==> src/mrpt_pkg.sv <==
package mrpt_pkg;

    // Width of the candidate and of every residue handled by the datapath.
    localparam int NUM_WIDTH = 62;
    // Number of small primes used both for trial division and as witnesses.
    localparam int NUM_BASES = 9;
    // Width of one small prime.
    localparam int BASE_W = 5;
    // Counter width for bit positions and for the power of two in n - 1.
    localparam int STEP_W = $clog2(NUM_WIDTH);
    // Index width for the prime table.
    localparam int IDX_W = (NUM_BASES > 1) ? $clog2(NUM_BASES) : 1;

    localparam logic [BASE_W-1:0] PRIME_TAB [0:8] = '{
        5'd2, 5'd3, 5'd5, 5'd7, 5'd11, 5'd13, 5'd17, 5'd19, 5'd23
    };

    // Outcome of the small-prime screen.
    typedef struct packed {
        logic decided;
        logic verdict;
    } screen_t;

endpackage

==> src/mrpt_trial_div.sv <==
// Bit-serial remainders of the candidate by every small prime, most
// significant bit first, one bit per cycle for all primes in parallel.
module mrpt_trial_div
(
    input  logic                           clk,
    input  logic                           rst_n,
    input  logic                           start,
    input  logic [mrpt_pkg::NUM_WIDTH-1:0] n,
    output logic                           done,
    output mrpt_pkg::screen_t              screen
);

    logic                            busy_reg;
    logic                            done_reg;
    logic [mrpt_pkg::STEP_W-1:0]     cnt_reg;
    logic [mrpt_pkg::NUM_WIDTH-1:0]  sh_reg;
    logic [mrpt_pkg::BASE_W-1:0]     rem_reg  [mrpt_pkg::NUM_BASES];
    logic [mrpt_pkg::BASE_W-1:0]     rem_next [mrpt_pkg::NUM_BASES];
    logic [mrpt_pkg::BASE_W:0]       rem_wide [mrpt_pkg::NUM_BASES];
    logic                            div_any;
    logic                            eq_any;
    logic                            below_last;

    // The shifted remainder stays below twice the prime, so one
    // conditional subtract brings it back into range.
    always_comb
    begin
        for (int i = 0; i < mrpt_pkg::NUM_BASES; i++)
        begin
            rem_wide[i] = {rem_reg[i], sh_reg[mrpt_pkg::NUM_WIDTH-1]};
            if (rem_wide[i] >= {1'b0, mrpt_pkg::PRIME_TAB[i]})
            begin
                rem_next[i] = mrpt_pkg::BASE_W'(rem_wide[i] - {1'b0, mrpt_pkg::PRIME_TAB[i]});
            end
            else
            begin
                rem_next[i] = rem_wide[i][mrpt_pkg::BASE_W-1:0];
            end
        end
    end

    always_ff @(posedge clk or negedge rst_n)
    begin
        if (!rst_n)
        begin
            busy_reg <= 1'b0;
            done_reg <= 1'b0;
            cnt_reg  <= '0;
            sh_reg   <= '0;
            for (int i = 0; i < mrpt_pkg::NUM_BASES; i++)
            begin
                rem_reg[i] <= '0;
            end
        end
        else
        begin
            if (start)
            begin
                busy_reg <= 1'b1;
                done_reg <= 1'b0;
                cnt_reg  <= mrpt_pkg::STEP_W'(mrpt_pkg::NUM_WIDTH - 1);
                sh_reg   <= n;
                for (int i = 0; i < mrpt_pkg::NUM_BASES; i++)
                begin
                    rem_reg[i] <= '0;
                end
            end
            else if (busy_reg)
            begin
                sh_reg <= {sh_reg[mrpt_pkg::NUM_WIDTH-2:0], 1'b0};
                for (int i = 0; i < mrpt_pkg::NUM_BASES; i++)
                begin
                    rem_reg[i] <= rem_next[i];
                end
                if (cnt_reg == '0)
                begin
                    busy_reg <= 1'b0;
                    done_reg <= 1'b1;
                end
                else
                begin
                    cnt_reg  <= cnt_reg - 1'b1;
                    done_reg <= 1'b0;
                end
            end
            else
            begin
                done_reg <= 1'b0;
            end
        end
    end

    // A candidate divisible by a small prime is prime only when it is that
    // prime; anything else below the largest prime is composite.
    always_comb
    begin
        div_any = 1'b0;
        eq_any  = 1'b0;
        for (int i = 0; i < mrpt_pkg::NUM_BASES; i++)
        begin
            if (rem_reg[i] == '0)
            begin
                div_any = 1'b1;
            end
            if (n == mrpt_pkg::NUM_WIDTH'(mrpt_pkg::PRIME_TAB[i]))
            begin
                eq_any = 1'b1;
            end
        end
        below_last = n < mrpt_pkg::NUM_WIDTH'(mrpt_pkg::PRIME_TAB[mrpt_pkg::NUM_BASES-1]);
    end

    assign done           = done_reg;
    assign screen.decided = div_any || below_last;
    assign screen.verdict = div_any && eq_any;

endmodule

==> config.mk <==
export PLATFORM = sky130hd
export DESIGN_NAME = mrpt_trial_div
export DESIGN_NICKNAME = d
export VERILOG_FILES = /design/src/mrpt_pkg.sv /design/src/mrpt_trial_div.sv
export SDC_FILE = /design/constraint.sdc
export NUM_CORES = 1
export LEC_CHECK = 0
export BUFFER_PORTS_ARGS = -buffer_cell sky130_fd_sc_hd__clkbuf_2
export CORE_MARGIN = 2
export CORE_UTILIZATION = 55
export DETAILED_ROUTE_END_ITERATION = 6
export PLACE_DENSITY_LB_ADDON = 0.25
export SYNTH_ARGS = -nofsm -noshare
export SYNTH_HDL_FRONTEND = slang
export SYNTH_SLANG_ARGS = --single-unit
==> constraint.sdc <==
create_clock -name clk -period 4.28 [get_ports clk]
set_clock_uncertainty 0.05 [all_clocks]
set_input_delay 0.214 -clock clk [delete_from_list [all_inputs] [get_ports clk]]
set_output_delay 0.214 -clock clk [all_outputs]
set_load 0.02 [all_outputs]
Word-level counts from Yosys, hierarchy flattened
Index checks and enable logic that the tools add are counted.
W data, S select, Z words.

word-level totals
  register bits after elaboration = 115
  bits in latches = 0
  bits in writable memories = 0
  memory bits (read-only) = 0
  input port bits = 65
  output and inout bits = 3
  logic and storage cells = 97
  memories kept = 0

cells by class
  $add $sub $neg = 10
  multiply operators = 0
  divide/modulo/power cells = 0
  $lt $le $gt $ge = 10
  equality and inequality tests = 10
  shifts and indexed selects = 0
  multiplexer cells = 40
  bitwise operators = 0
  reduce and logical (&&, ||, !) cells = 14

operators by type and width
  operator               count
  $eq A62 B5 Y1 const B  3
  $eq A62 B2 Y1 const B  2
  $eq A62 B3 Y1 const B  2
  $eq A62 B4 Y1 const B  2
  $mux W62               2
  $mux W45               2
  $lt A62 B5 Y1 const B  1
  $logic_not A5 Y1       9
  $mux W5                9
  $mux W1                24
  $ge A6 B5 Y1 const B   3
  $mux W6                3
  $sub A5 B5 Y5 const B  3
  $ge A6 B2 Y1 const B   2
  $ge A6 B3 Y1 const B   2
  $ge A6 B4 Y1 const B   2
  $sub A5 B2 Y5 const B  2
  $sub A5 B3 Y5 const B  2
  $sub A5 B4 Y5 const B  2
  $logic_not A6 Y1       1
  $sub A6 B1 Y6 const B  1
  $ne A2 B2 Y1 const B   1
  $reduce_and A2 Y1      1
  $reduce_bool A2 Y1     1
  other kinds (2)        2

Longest topological paths before layout
Gate-level depths: netlist (run 1).

  depth in word-level cells = 11
  gate-level depth with buffers = 7

Least setup slack after synthesis (run 1)
OpenSTA, ideal clock, no wires.

  path kind = register to register
  start = register sh_reg[61] in the netlist's numbering
  end = register rem_reg[18] in the netlist's numbering
  arrival = 1.949 ns
  data required time = 4.136 ns
  setup slack = 2.187 ns
  cell stages (with the launch flop) = 8
  cell sequence = dfrtp_1 clkinv_1 ha_1 nor2b_1 o21ai_2 o211ai_1 xor2_1 a211oi_1

between the ends
  longest elaborated chain between the ends = 4

RTL lines
  element                                        line                                        source
  start: declaration                             mrpt_trial_div.sv:16                        logic [mrpt_pkg::NUM_WIDTH-1:0] sh_reg;
  start signal: assignment                       mrpt_trial_div.sv:62                        sh_reg <= n;
  start signal: assignment                       mrpt_trial_div.sv:70                        sh_reg <= {sh_reg[mrpt_pkg::NUM_WIDTH-2:0], 1'b0};
  $sub A5 B4 Y5 or $ge A6 B4 Y1 (tied branches)  mrpt_trial_div.sv:33, mrpt_trial_div.sv:31
  $mux W5 (*)                                    mrpt_trial_div.sv:31                        if (rem_wide[i] >= {1'b0, mrpt_pkg::PRIME_TAB[i]})
  $mux W45 (*)                                   mrpt_trial_div.sv:68                        else if (busy_reg)
  $mux W45 (*)                                   mrpt_trial_div.sv:57                        if (start)
  end signal: indexed assignment                 mrpt_trial_div.sv:73                        rem_reg[i] <= rem_next[i];
  end: declaration                               mrpt_trial_div.sv:17                        logic [mrpt_pkg::BASE_W-1:0] rem_reg [mrpt_pkg::NUM_BASES];

Mark *: on every way between the ends. The rest lies on a longest branch, timed or not. The select of a mux whose other input is x is not followed.
A chain may end at the register's enable or synchronous reset.

==> metrics.cfg, run 1 <==
[run_status]
status = finished clean

[clock_network]
insertion_delay_ps = 520
cts_sinks = 115
cts_max_level = 4
cts-resized-gates = 0
cts_max_path_buffers = 2
cts_tree = done
cts_root_buf = clkbuf_8
clkTransAtPathRegs_ps = 60
cts-buffers-inserted = 17

[yosys]
netlist_area_mm2 = 0.00607
yosysSeqAreaShare_pct = 47.4
synth_cells = 635
yosys_warnings = 0
ys_types = 48
async_flop_share_pct = 100
ys.flop_type = dfrtp_1
ys_ff_latch = 115
synth_edf_count = 0
synthesis.nets = 715
syn_avg_cell_area_um2 = 9.56

[cells_and_area]
largest_register_ffs = 62
fin_nets = 834
nFillCells = 725
drive_gt1_share_pct = 14.0
area_growth_syn_to_layout_pct = 26.1

[global_routing]
grt_pass1_wl_um = 25300
antenna_found_initial = 0
grt_max_degree = 109
grt_usage_pct = 27.6
grt-ovfl-total = 0
grt_pass1_vias = 5310

[placement]
place_hpwl_um = 8110
dp_slack_ps = 2140
io_buffer_count = 67
place.gp.congestion = 0.776

[route]
vias = 5260
wl_um = 15100
drt-initial-drc-count = 488
final_antenna_net_count = 0
drc = 0
wl_per_cell_um = 16.7
dr.pass1.iters = 5
avgViaCountPerCell = 5.80

[setup_path]
worstSetupStartpointType = input pin
slowest_stage = nor4_1
r2r-start = sh_reg[61]
cp_slowest_stage_delay_ps = 600
path_class = input pin to output port
worstPathRequired_ps = 4020
crit_chain = dlygate4sd3_1 -> clkbuf_2 -> nor4_1 -> nand4_1 -> nor4_1 -> and3_1 -> clkbuf_2
worstRegToRegCells = 7
worstPathArrival_ps = 2570
reg2reg_to = rem_reg[31]
ff2ff_setup_slack_ps = 2110
crit_path_end_kind = output port
crit_fanout = 2

[pwr]
pwr-share-seq_pct = 40.7
p_int_mw = 2.33
peakVddDrop_v = 0.000408
p_sw_share_pct = 28.8
p_clk_share_pct = 40.3
power_density_mw_per_mm2 = 427
p_comb_share_pct = 19.0
p_sw_mw = 0.940
static-leakage-power_nw = 3.89

[sta]
tns_ps = 0
worst_pin_slew_ps = 1100
period_minus_slack_ps = 2830
slew_headroom_pct = 26.7
hold_viol = 0
fin_ws_ps = 1450
whs_ps = 244
finalSetupViolations = 0
slew_violations = 0
fin_crit_sh_pct = 66.2
rsz0062_at_grt = false
fmax_mhz = 353

[min_path]
min_to = rem_reg[34]
hold_class = input pin to flip-flop
hold-path-cell-count = 2
min_from = start

[floorplan]
num_io_pins = 68
start_util_pct = 56.2
coreArea_mm2 = 0.0108
die_h_um = 109
num_rows = 38
fp.dieW_um = 109
die_area_mm2 = 0.0119

[flow_run]
maxCapViolations = 0

[placed cells by master, fill, tap and decap left out, types with 4 or more instances in the layout]
cell           count
clkbuf_16         16
ha_1              15
a21oi_1           28
or3_1              5
clkbuf_2          65
buf_4              7
nor4_1            15
xor2_1             7
nor3_1            13
nand2b_1           5
dlygate4sd3_1     63
mux2i_1           77
and3_1             5
clkinv_2           4
nor2b_1            7
a211oi_1          15
nand3_1           16
clkbuf_1           4
nand4_1            4
o21ai_0           80
dfrtp_1          114
inv_1             11
nand2_1           83
nor2_1            42
xnor2_1           18
[power groups by stage]
stage	clock (mW)	combinational (mW)	sequential (mW)
final	1.32	0.619	1.33
after global routing	1.39	0.699	1.35
after CTS	1.33	0.607	1.33
after detailed placement	0	0.555	1.34
after global placement	0	0.525	1.33
after floorplan	0	0.412	1.31
[metrics by stage]
stage	total power, mW	cells	util [%]	instance area (um^2)
after floorplan	1.73	635	-	6070
after global placement	1.86	812	60.1	6480
after detailed placement	1.90	812	60.1	6480
after CTS	3.26	906	70.9	7650
after global routing	3.44	906	70.9	7650
final	3.27	907	70.9	7650
[worst max path at each step]
stage	start	end
floorplan	sh_reg[61]	rem_reg[18]
global placement	sh_reg[61]	rem_reg[35]
detailed placement	sh_reg[61]	rem_reg[30]
CTS	rem_reg[11]	screen[0]
global route	n[11]	screen[0]
finish	n[11]	screen[0]
[critical path: cells and delay by family]
| family | cells | cell delay, ps |
|---|---|---|
| AND/OR/NAND/NOR | 4 | 1520 |
| buffers and inverters | 3 | 830 |
[layout make-up]
| class | count | area, um^2 | area share, % |
|---|---|---|---|
| Inverter | 12 | 45.0 | 0.588 |
| Multi-Input combinational cell | 473 | 3000 | 39.2 |
| Antenna cell | 1 | 2.50 | 0.0327 |
| Tap cell | 140 | 175 | 2.29 |
| Clock buffer | 21 | 429 | 5.61 |
| Clock inverter | 10 | 111 | 1.45 |
| Timing Repair Buffer | 135 | 1010 | 13.2 |
| Sequential cell | 115 | 2880 | 37.6 |
[synth_stat cells, types with 3 or more instances]
library cell	number	area, um^2
o211ai_1	3	22.5
xnor2_1	18	158
o21ai_0	80	400
a21o_1	3	22.5
inv_1	11	41.3
or3_1	5	31.3
nor2_1	42	158
a31oi_1	3	18.8
a21oi_1	28	140
nand2b_1	5	31.3
and3_1	5	31.3
nand3_1	16	80.1
ha_1	15	188
nor4_1	15	93.8
nand4_1	4	25.0
clkbuf_1	25	93.8
nor3_1	13	65.1
dfrtp_1	115	2880
xor2_1	7	61.3
o21a_1	3	22.5
buf_2	9	45.0
mux2i_1	77	771
a211oi_1	15	113
nand2_1	83	312
nor2b_1	7	43.8
[repair_timing]
action | in CTS | in global routing
hold buffers | 63 | 0
endpoints found under the hold margin | 147 | 0
setup buffers | 0 | 0
[per-layer routing]
| metal | up-vias | GRT usage, % | wire length, um |
|---|---|---|---|
| met5 | - | 0 | 0 |
| met3 | 37 | 7.95 | 873 |
| met2 | 208 | 45.3 | 7540 |
| met4 | 0 | 11.3 | 371 |
| li1 | 2505 | - | - |
| met1 | 2510 | 34.1 | 6360 |
[kinds of logic (layout without fill, tap and decap cells)]
group	after synthesis	in the layout	synth area share, %
AOI/OAI and AO/OA	151	151	14.4
xor gates and xnor gates	25	25	3.61
adders and majority gates	15	15	3.09
buffers and inverters	47	178	3.15
DFF	115	115	47.4
muxes	77	77	12.7
other	0	1	0
and+or+nand+nor	205	205	15.7
No activity file was read; power rests on OpenSTA's default activity.
==> run 2, diff against run 1 <==
--- a/config.mk
+++ b/config.mk
@@ -5,9 +5,10 @@
 export SDC_FILE = /design/constraint.sdc
 export NUM_CORES = 1
 export LEC_CHECK = 0
+export ABC_AREA = 1
 export BUFFER_PORTS_ARGS = -buffer_cell sky130_fd_sc_hd__clkbuf_2
 export CORE_MARGIN = 2
-export CORE_UTILIZATION = 55
+export CORE_UTILIZATION = 54
 export DETAILED_ROUTE_END_ITERATION = 6
 export PLACE_DENSITY_LB_ADDON = 0.25
 export SYNTH_ARGS = -nofsm -noshare
==> constraint.sdc (replaced) <==
create_clock -name clk -period 2.6 [get_ports clk]
set_clock_uncertainty 0.05 [all_clocks]
set_input_delay 0.13 -clock clk [delete_from_list [all_inputs] [get_ports clk]]
set_output_delay 0.13 -clock clk [all_outputs]
set_load 0.02 [all_outputs]
==> run 2 against run 1 <==
Net effect: die area up 6.2%; global-route usage down 1.1 points; highest routed layer unchanged; first-iteration DRC count down 2.5%; routed wire length up 4.1%; sequential cell count unchanged; sequential power up 74%; cell count up 23%.
==> metrics.cfg, run 2 <==
[global_routing]
grt_use_met3_pct = 6.59  ; was 7.95%
grt_max_degree = 94  ; was 109
grt_use_met1_pct = 33.9  ; was 34.1%
grt_pass1_vias = 5876  ; was 5,310
antenna_found_initial = 0  ; unchanged
grt_usage_pct = 26.5  ; was 27.6%
grt-busiest-layer = met2  ; unchanged
grt_pass1_wl_um = 27100  ; was 25,300 um
use_met2_pct = 43.1  ; was 45.3%
grt-ovfl-total = 0  ; unchanged

[yosys]
synthTopCellsByCount = nand2_1, nor2_1, dfrtp_1  ; was dfrtp_1, nand2_1, o21ai_0
ys.flop_type = dfrtp_1  ; unchanged
synth_top_area_share_pct = 45.4  ; was 47.4%
yosys_warnings = 0  ; unchanged
yosys.area.top_type = dfrtp_1  ; unchanged
synth_edf_count = 0  ; unchanged
netlist_area_mm2 = 0.00634  ; was 0.00607 mm^2
synth.most_common_cell = nand2_1  ; was dfrtp_1
ys_types = 30  ; was 48
syn_avg_cell_area_um2 = 7.52  ; was 9.56 um^2
async_flop_share_pct = 100  ; unchanged
synth_cells = 844  ; was 635
ys_ff_latch = 115  ; unchanged
synthesis.nets = 924  ; was 715
yosysSeqAreaShare_pct = 45.4  ; was 47.4%
synth_area_leaders = dfrtp_1, nand2_1, nor2_1  ; was dfrtp_1, mux2i_1, o21ai_0

[placement]
dp_slack_ps = 865  ; was 2140 ps
place_hpwl_um = 9230  ; was 8110 um
io_buffer_count = 67  ; unchanged
place.gp.congestion = 0.778  ; was 0.776

[cells_and_area]
area_growth_syn_to_layout_pct = 25.1  ; was 26.1%
nFillCells = 916  ; was 725
fin_nets = 1039  ; was 834
layout_commonest_cell = nand2_1  ; was dfrtp_1
drive_gt1_share_pct = 12.3  ; was 14.0%
final_cell_mix = nand2_1, nor2_1, dfrtp_1, inv_1, a21oi_1  ; was dfrtp_1, nand2_1, o21ai_0, mux2i_1, clkbuf_2
antenna_cells = 0  ; was 1
final_util_pct = 69.5  ; was 70.9%
largest_register_ffs = 62  ; unchanged

[clock_network]
cts_root_buf = clkbuf_16  ; was clkbuf_8
cts_max_level = 4  ; unchanged
insertion_delay_ps = 420  ; was 520 ps
cts-buffers-inserted = 17  ; unchanged
cts_max_path_buffers = 2  ; unchanged
clkTransAtPathRegs_ps = 50  ; was 60 ps
cts_sinks = 115  ; unchanged
cts_setup_buffers = 0  ; unchanged
cts_tree = done  ; unchanged

[pwr]
power_density_mw_per_mm2 = 782  ; was 427 mW/mm^2
static-leakage-power_nw = 3.82  ; was 3.89 nW
peakVddDrop_v = 0.00105  ; was 0.000408 V

[sta]
fmax_mhz = 490
hold_viol = 0  ; unchanged
finalSetupViolations = 0  ; unchanged
fin_ws_ps = 560  ; was 1450 ps
worst_pin_slew_ps = 668  ; was 1100 ps
slew_headroom_pct = 55.5  ; was 26.7%
rsz0062_at_grt = false  ; unchanged
period_minus_slack_ps = 2040
tns_ps = 0  ; unchanged
slew_violations = 0  ; unchanged
fin_crit_sh_pct = 78.5

[setup_path]
ff2ff_setup_slack_ps = 860  ; was 2110 ps
worstPathRequired_ps = 2420  ; was 4020 ps
worstPathArrival_ps = 1860  ; was 2570 ps
crit_path_end_kind = output port  ; unchanged
worstSetupStartpointType = flip-flop  ; was input pin
crit_fanout = 4  ; was 2
path_class = flip-flop to output port  ; was input pin to output port

[route]
vias = 6019  ; was 5,260
avgViaCountPerCell = 5.40  ; was 5.80
final_antenna_net_count = 0  ; unchanged
wl_um = 15800  ; was 15,100 um
drc = 0  ; unchanged
dr.pass1.iters = 5  ; unchanged
drt-initial-drc-count = 476  ; was 488
wl_per_cell_um = 14.1  ; was 16.7 um

[flow_run]
maxCapViolations = 0  ; unchanged

[floorplan]
die_h_um = 112  ; was 109 um
num_rows = 39  ; was 38
start_util_pct = 55.6  ; was 56.2%
die_area_mm2 = 0.0126  ; was 0.0119 mm^2
fp.dieW_um = 112  ; was 109 um
num_io_pins = 68  ; unchanged
coreArea_mm2 = 0.0114  ; was 0.0108 mm^2

[run_status]
status = finished clean  ; unchanged

[min_path]
hold_class = input pin to flip-flop  ; unchanged

[run 2: changes by cell type after synthesis, sizes merged, moves of 19 or more]
cell | previous run | this run
o211ai | 3 | 29
nand3 | 16 | 39
a21oi | 30 | 80
nor2 | 42 | 117
buf | 10 | 29
mux2i | 77 | 0
inv | 11 | 87
nand2 | 83 | 205
[run 2: cells by family after synthesis]
group	synth area share, %
AND/OR/NAND/NOR	24.4
flip-flops	45.4
buffers and inverters	8.28
AO/OA/AOI/OAI	17.1
XOR/XNOR	1.93
adder cells (fa/ha/maj)	2.96
[run 2: what timing repair did]
item | in CTS | in global routing
hold endpoints to repair | 105 | 0
resized for setup | 0 | 0
endpoints found under the setup margin | 0 | 0
hold buffers | 57 | 0
[run 2: worst paths after layout]
kind | start | endpoint | cells past startpoint
min in group asynchronous | rst_n | cnt_reg[2] | 2
max reg2reg | busy_reg | rem_reg[44] | 4
min | start | cnt_reg[3] | 3
min reg2reg | rem_reg[40] | rem_reg[41] | 1
max | rem_reg[40] | screen[0] | 9
max in group asynchronous | rst_n | rem_reg[19] | 3
[run 2: power breakdown]
part	internal (mW)	total [mW]	switching (mW)
clock network	1.51	2.39	0.880
logic	0.597	1.50	0.899
registers	2.09	2.32	0.224
[run 2: routing by layer]
layer,part of all wire (%),vias to the layer above
met5,0,-
met4,2.6,0
met3,4.8,36
met2,49,185
met1,44,2803
li1,-,2995
[run 2: critical path, stage by stage (launching register included)]
cell      delay [ps]
dfrtp_1          340
inv_1             80
ha_1             200
nand3_1           80
nand2_1           70
nor2_1           120
nand2_1           60
nor2_1           230
nor2_1           110
clkbuf_2         170
[run 2: through the flow]
stage	cell area, um^2	hold slack (ps)	instances	power, mW
CTS	7940	2.85	1115	6.23
global placement	6760	163	1026	3.71
detailed placement	6760	162	1026	3.74
global route	7940	23.4	1115	6.62
finish	7940	19.8	1115	6.21
floorplan	6340	-216	844	3.36
[run 2: final cells by class]
class / instances / area (um^2) / share of cell area (%)
flip-flops and latches: 115 / 2880 / 36.2
inverters: 87 / 328 / 4.13
multi-input cells: 606 / 2940 / 37.1
clock inverters: 15 / 181 / 2.29
well taps: 143 / 179 / 2.25
clock buffers: 17 / 425 / 5.36
repair buffers: 132 / 1010 / 12.7
==> run 3, diff against run 2 <==
--- a/config.mk
+++ b/config.mk
@@ -5,10 +5,10 @@
 export SDC_FILE = /design/constraint.sdc
 export NUM_CORES = 1
 export LEC_CHECK = 0
-export ABC_AREA = 1
+export ABC_AREA = 0
 export BUFFER_PORTS_ARGS = -buffer_cell sky130_fd_sc_hd__clkbuf_2
 export CORE_MARGIN = 2
-export CORE_UTILIZATION = 54
+export CORE_UTILIZATION = 55
 export DETAILED_ROUTE_END_ITERATION = 6
 export PLACE_DENSITY_LB_ADDON = 0.25
 export SYNTH_ARGS = -nofsm -noshare
==> constraint.sdc (replaced) <==
create_clock -name clk -period 1.9 [get_ports clk]
set_clock_uncertainty 0.05 [all_clocks]
set_input_delay 0.095 -clock clk [delete_from_list [all_inputs] [get_ports clk]]
set_output_delay 0.095 -clock clk [all_outputs]
set_load 0.02 [all_outputs]
==> run 3 against run 2 <==
Net effect: utilization grew 8.5 points; non-clock buffer count increased by 46; global-route usage grew 3.5 points; combinational power up 24%; sequential cell count unchanged; the flow now finishes with violations (negative setup slack); first-iteration DRC count fell by 29%; setup slack lost 1000 ps; critical path depth fell by 3; sequential share of layout area fell by 2.0 points.
==> metrics.cfg, run 3 (same netlist as run 1, synthesis figures left out) <==
[placement]
place.gp.congestion = 0.844  ; was 0.778
io_buffer_count = 67  ; unchanged
place_hpwl_um = 8920  ; was 9230 um

[cells_and_area]
final_cell_mix = dfrtp_1, nand2_1, o21ai_0, mux2i_1  ; was nand2_1, nor2_1, dfrtp_1, inv_1, a21oi_1
antenna_cells = 0  ; unchanged
multiInputGateArea_mm2 = 0.00322  ; was 0.00294 mm^2
area_growth_syn_to_layout_pct = 38.7  ; was 25.1%
nFillCells = 596  ; was 916
drive_gt1_share_pct = 23.1  ; was 12.3%
fin_nets = 877  ; was 1,039
largest_register_ffs = 62  ; unchanged
layout_commonest_cell = dfrtp_1  ; was nand2_1
ff_latch_area_mm2 = 0.00288  ; about the same
final_util_pct = 78.0  ; was 69.5%

[flow_run]
maxCapViolations = 0  ; unchanged

[floorplan]
num_io_pins = 68  ; unchanged
start_util_pct = 56.2  ; was 55.6%
die_area_mm2 = 0.0119  ; was 0.0126 mm^2
coreArea_mm2 = 0.0108  ; was 0.0114 mm^2
fp.dieW_um = 109  ; was 112 um
die_h_um = 109  ; was 112 um
num_rows = 38  ; was 39

[clock_network]
cts_sinks = 115  ; unchanged
clkTransAtPathRegs_ps = 60  ; was 50 ps
cts_root_buf = clkbuf_8  ; was clkbuf_16
cts_tree = done  ; unchanged
cts_max_level = 4  ; unchanged
insertion_delay_ps = 540  ; was 420 ps
cts_max_path_buffers = 2  ; unchanged
cts-buffers-inserted = 17  ; unchanged

[route]
avgViaCountPerCell = 5.97  ; was 5.40
drc = 0  ; unchanged
dr.pass1.iters = 6  ; was 5
drt-initial-drc-count = 337  ; was 476
wl_per_cell_um = 18.7  ; was 14.1 um
final_antenna_net_count = 0  ; unchanged
vias = 5661  ; was 6,019
wl_um = 17700  ; was 15,800 um

[sta]
slew_headroom_pct = 55.7  ; was 55.5%
finalSetupViolations = 9  ; was 0
fin_ws_ps = -460  ; was 560 ps
whs_ps = 40.1  ; was 19.8 ps
tns_ps = -1460  ; was 0 ps
rsz0062_at_grt = true  ; was false
period_minus_slack_ps = 2360
fmax_mhz = 424
fin_crit_sh_pct = 124
slew_violations = 0  ; unchanged
hold_viol = 0  ; unchanged
worst_pin_slew_ps = 664  ; was 668 ps

[global_routing]
antenna_found_initial = 0  ; unchanged
grt_usage_pct = 30.0  ; was 26.5%
grt_pass1_wl_um = 27400  ; was 27,100 um
grt-ovfl-total = 0  ; unchanged
grt_pass1_vias = 5613  ; was 5,876
grt_max_degree = 72  ; was 94

[pwr]
p_sw_mw = 2.37  ; was 2.00 mW
p_int_mw = 6.08  ; was 4.20 mW
power_density_mw_per_mm2 = 1000  ; was 782 mW/mm^2
finalPower_mw = 8.45  ; was 6.21 mW
peakVddDrop_v = 0.000702  ; was 0.00105 V
p_comb_share_pct = 22.0  ; was 24.1%
p_clk_share_pct = 42.0  ; was 38.6%
pwr-share-seq_pct = 36.0  ; was 37.3%
static-leakage-power_nw = 4.22  ; was 3.82 nW
p_sw_share_pct = 28.0  ; was 32.3%

[setup_path]
crit_fanout = 2  ; was 4
worstPathRequired_ps = 1750  ; was 2420 ps
worstSetupStartpointType = flip-flop  ; unchanged
crit_path_end_kind = output port  ; unchanged
path_class = flip-flop to output port  ; unchanged
worstPathArrival_ps = 2220  ; was 1860 ps

[min_path]
hold_class = input pin to flip-flop  ; unchanged

[run_status]
status = finished with violations  ; was finished clean
violations = negative setup slack

-- run 3: cell type report --
| cell class | count | area share, % |
|---|---|---|
| multi-input cells | 473 | 38.3 |
| flip-flops and latches | 115 | 34.2 |
| well taps | 140 | 2.08 |
| clock inverters | 11 | 2.47 |
| repair buffers | 178 | 17.2 |
| clock buffers | 20 | 5.17 |
| inverters | 12 | 0.594 |
-- run 3: power by group through the flow --
stage	clock [mW]	combinational (mW)	sequential (mW)
global route	3.67	2.04	3.07
CTS	3.53	1.65	3.00
floorplan	0	0.929	2.96
global placement	0	1.35	3.00
detailed placement	0	1.41	3.02
finish	3.55	1.86	3.04
-- run 3: layer usage --
| metal | vias to the layer above | part of all wire [%] | GRT usage [%] |
|---|---|---|---|
| li1 | 2593 | - | - |
| met2 | 199 | 53 | 52.6 |
| met3 | 52 | 4.4 | 6.16 |
| met5 | - | 0 | 0 |
| met1 | 2817 | 40 | 36.3 |
| met4 | 0 | 3.2 | 11.0 |
-- run 3: worst paths after layout --
path / from / end / slack (ps) / cells after the start
hold / removal: start / sh_reg[9] / 40 / 3
setup / recovery: rem_reg[7] / screen[0] / -460 / 6
max in group asynchronous: rst_n / sh_reg[54] / 1120 / 3
setup reg to reg: sh_reg[61] / rem_reg[35] / -140 / 6
min in group asynchronous: rst_n / sh_reg[27] / 110 / 2
hold reg to reg: cnt_reg[5] / cnt_reg[5] / 480 / 2
-- run 3: worst max-delay path: stages (launching register included) --
cell     delay, ps
dfrtp_1        390
or4_4          560
o22ai_4        140
a21oi_2         50
nand4_1        210
and3_4         230
buf_8          110
-- run 3: per-stage QoR --
step / setup WS (ps) / cell area (um^2) / instances
4_1_cts: -497 / 8180 / 940
6_report: -460 / 8420 / 949
5_1_grt: -546 / 8420 / 949
3_3_place_gp: 30.0 / 6780 / 843
2_1_floorplan: 9.56 / 6080 / 635
3_5_place_dp: -22.6 / 6780 / 843
-- run 3: timing repair --
action,CTS,global route
cloned,0,0
endpoints found under the hold margin,154,0
hold buffers,63,0
pin swaps,8,18
resized for setup,23,36
buffers inserted,3,10
setup endpoints to repair,13,20
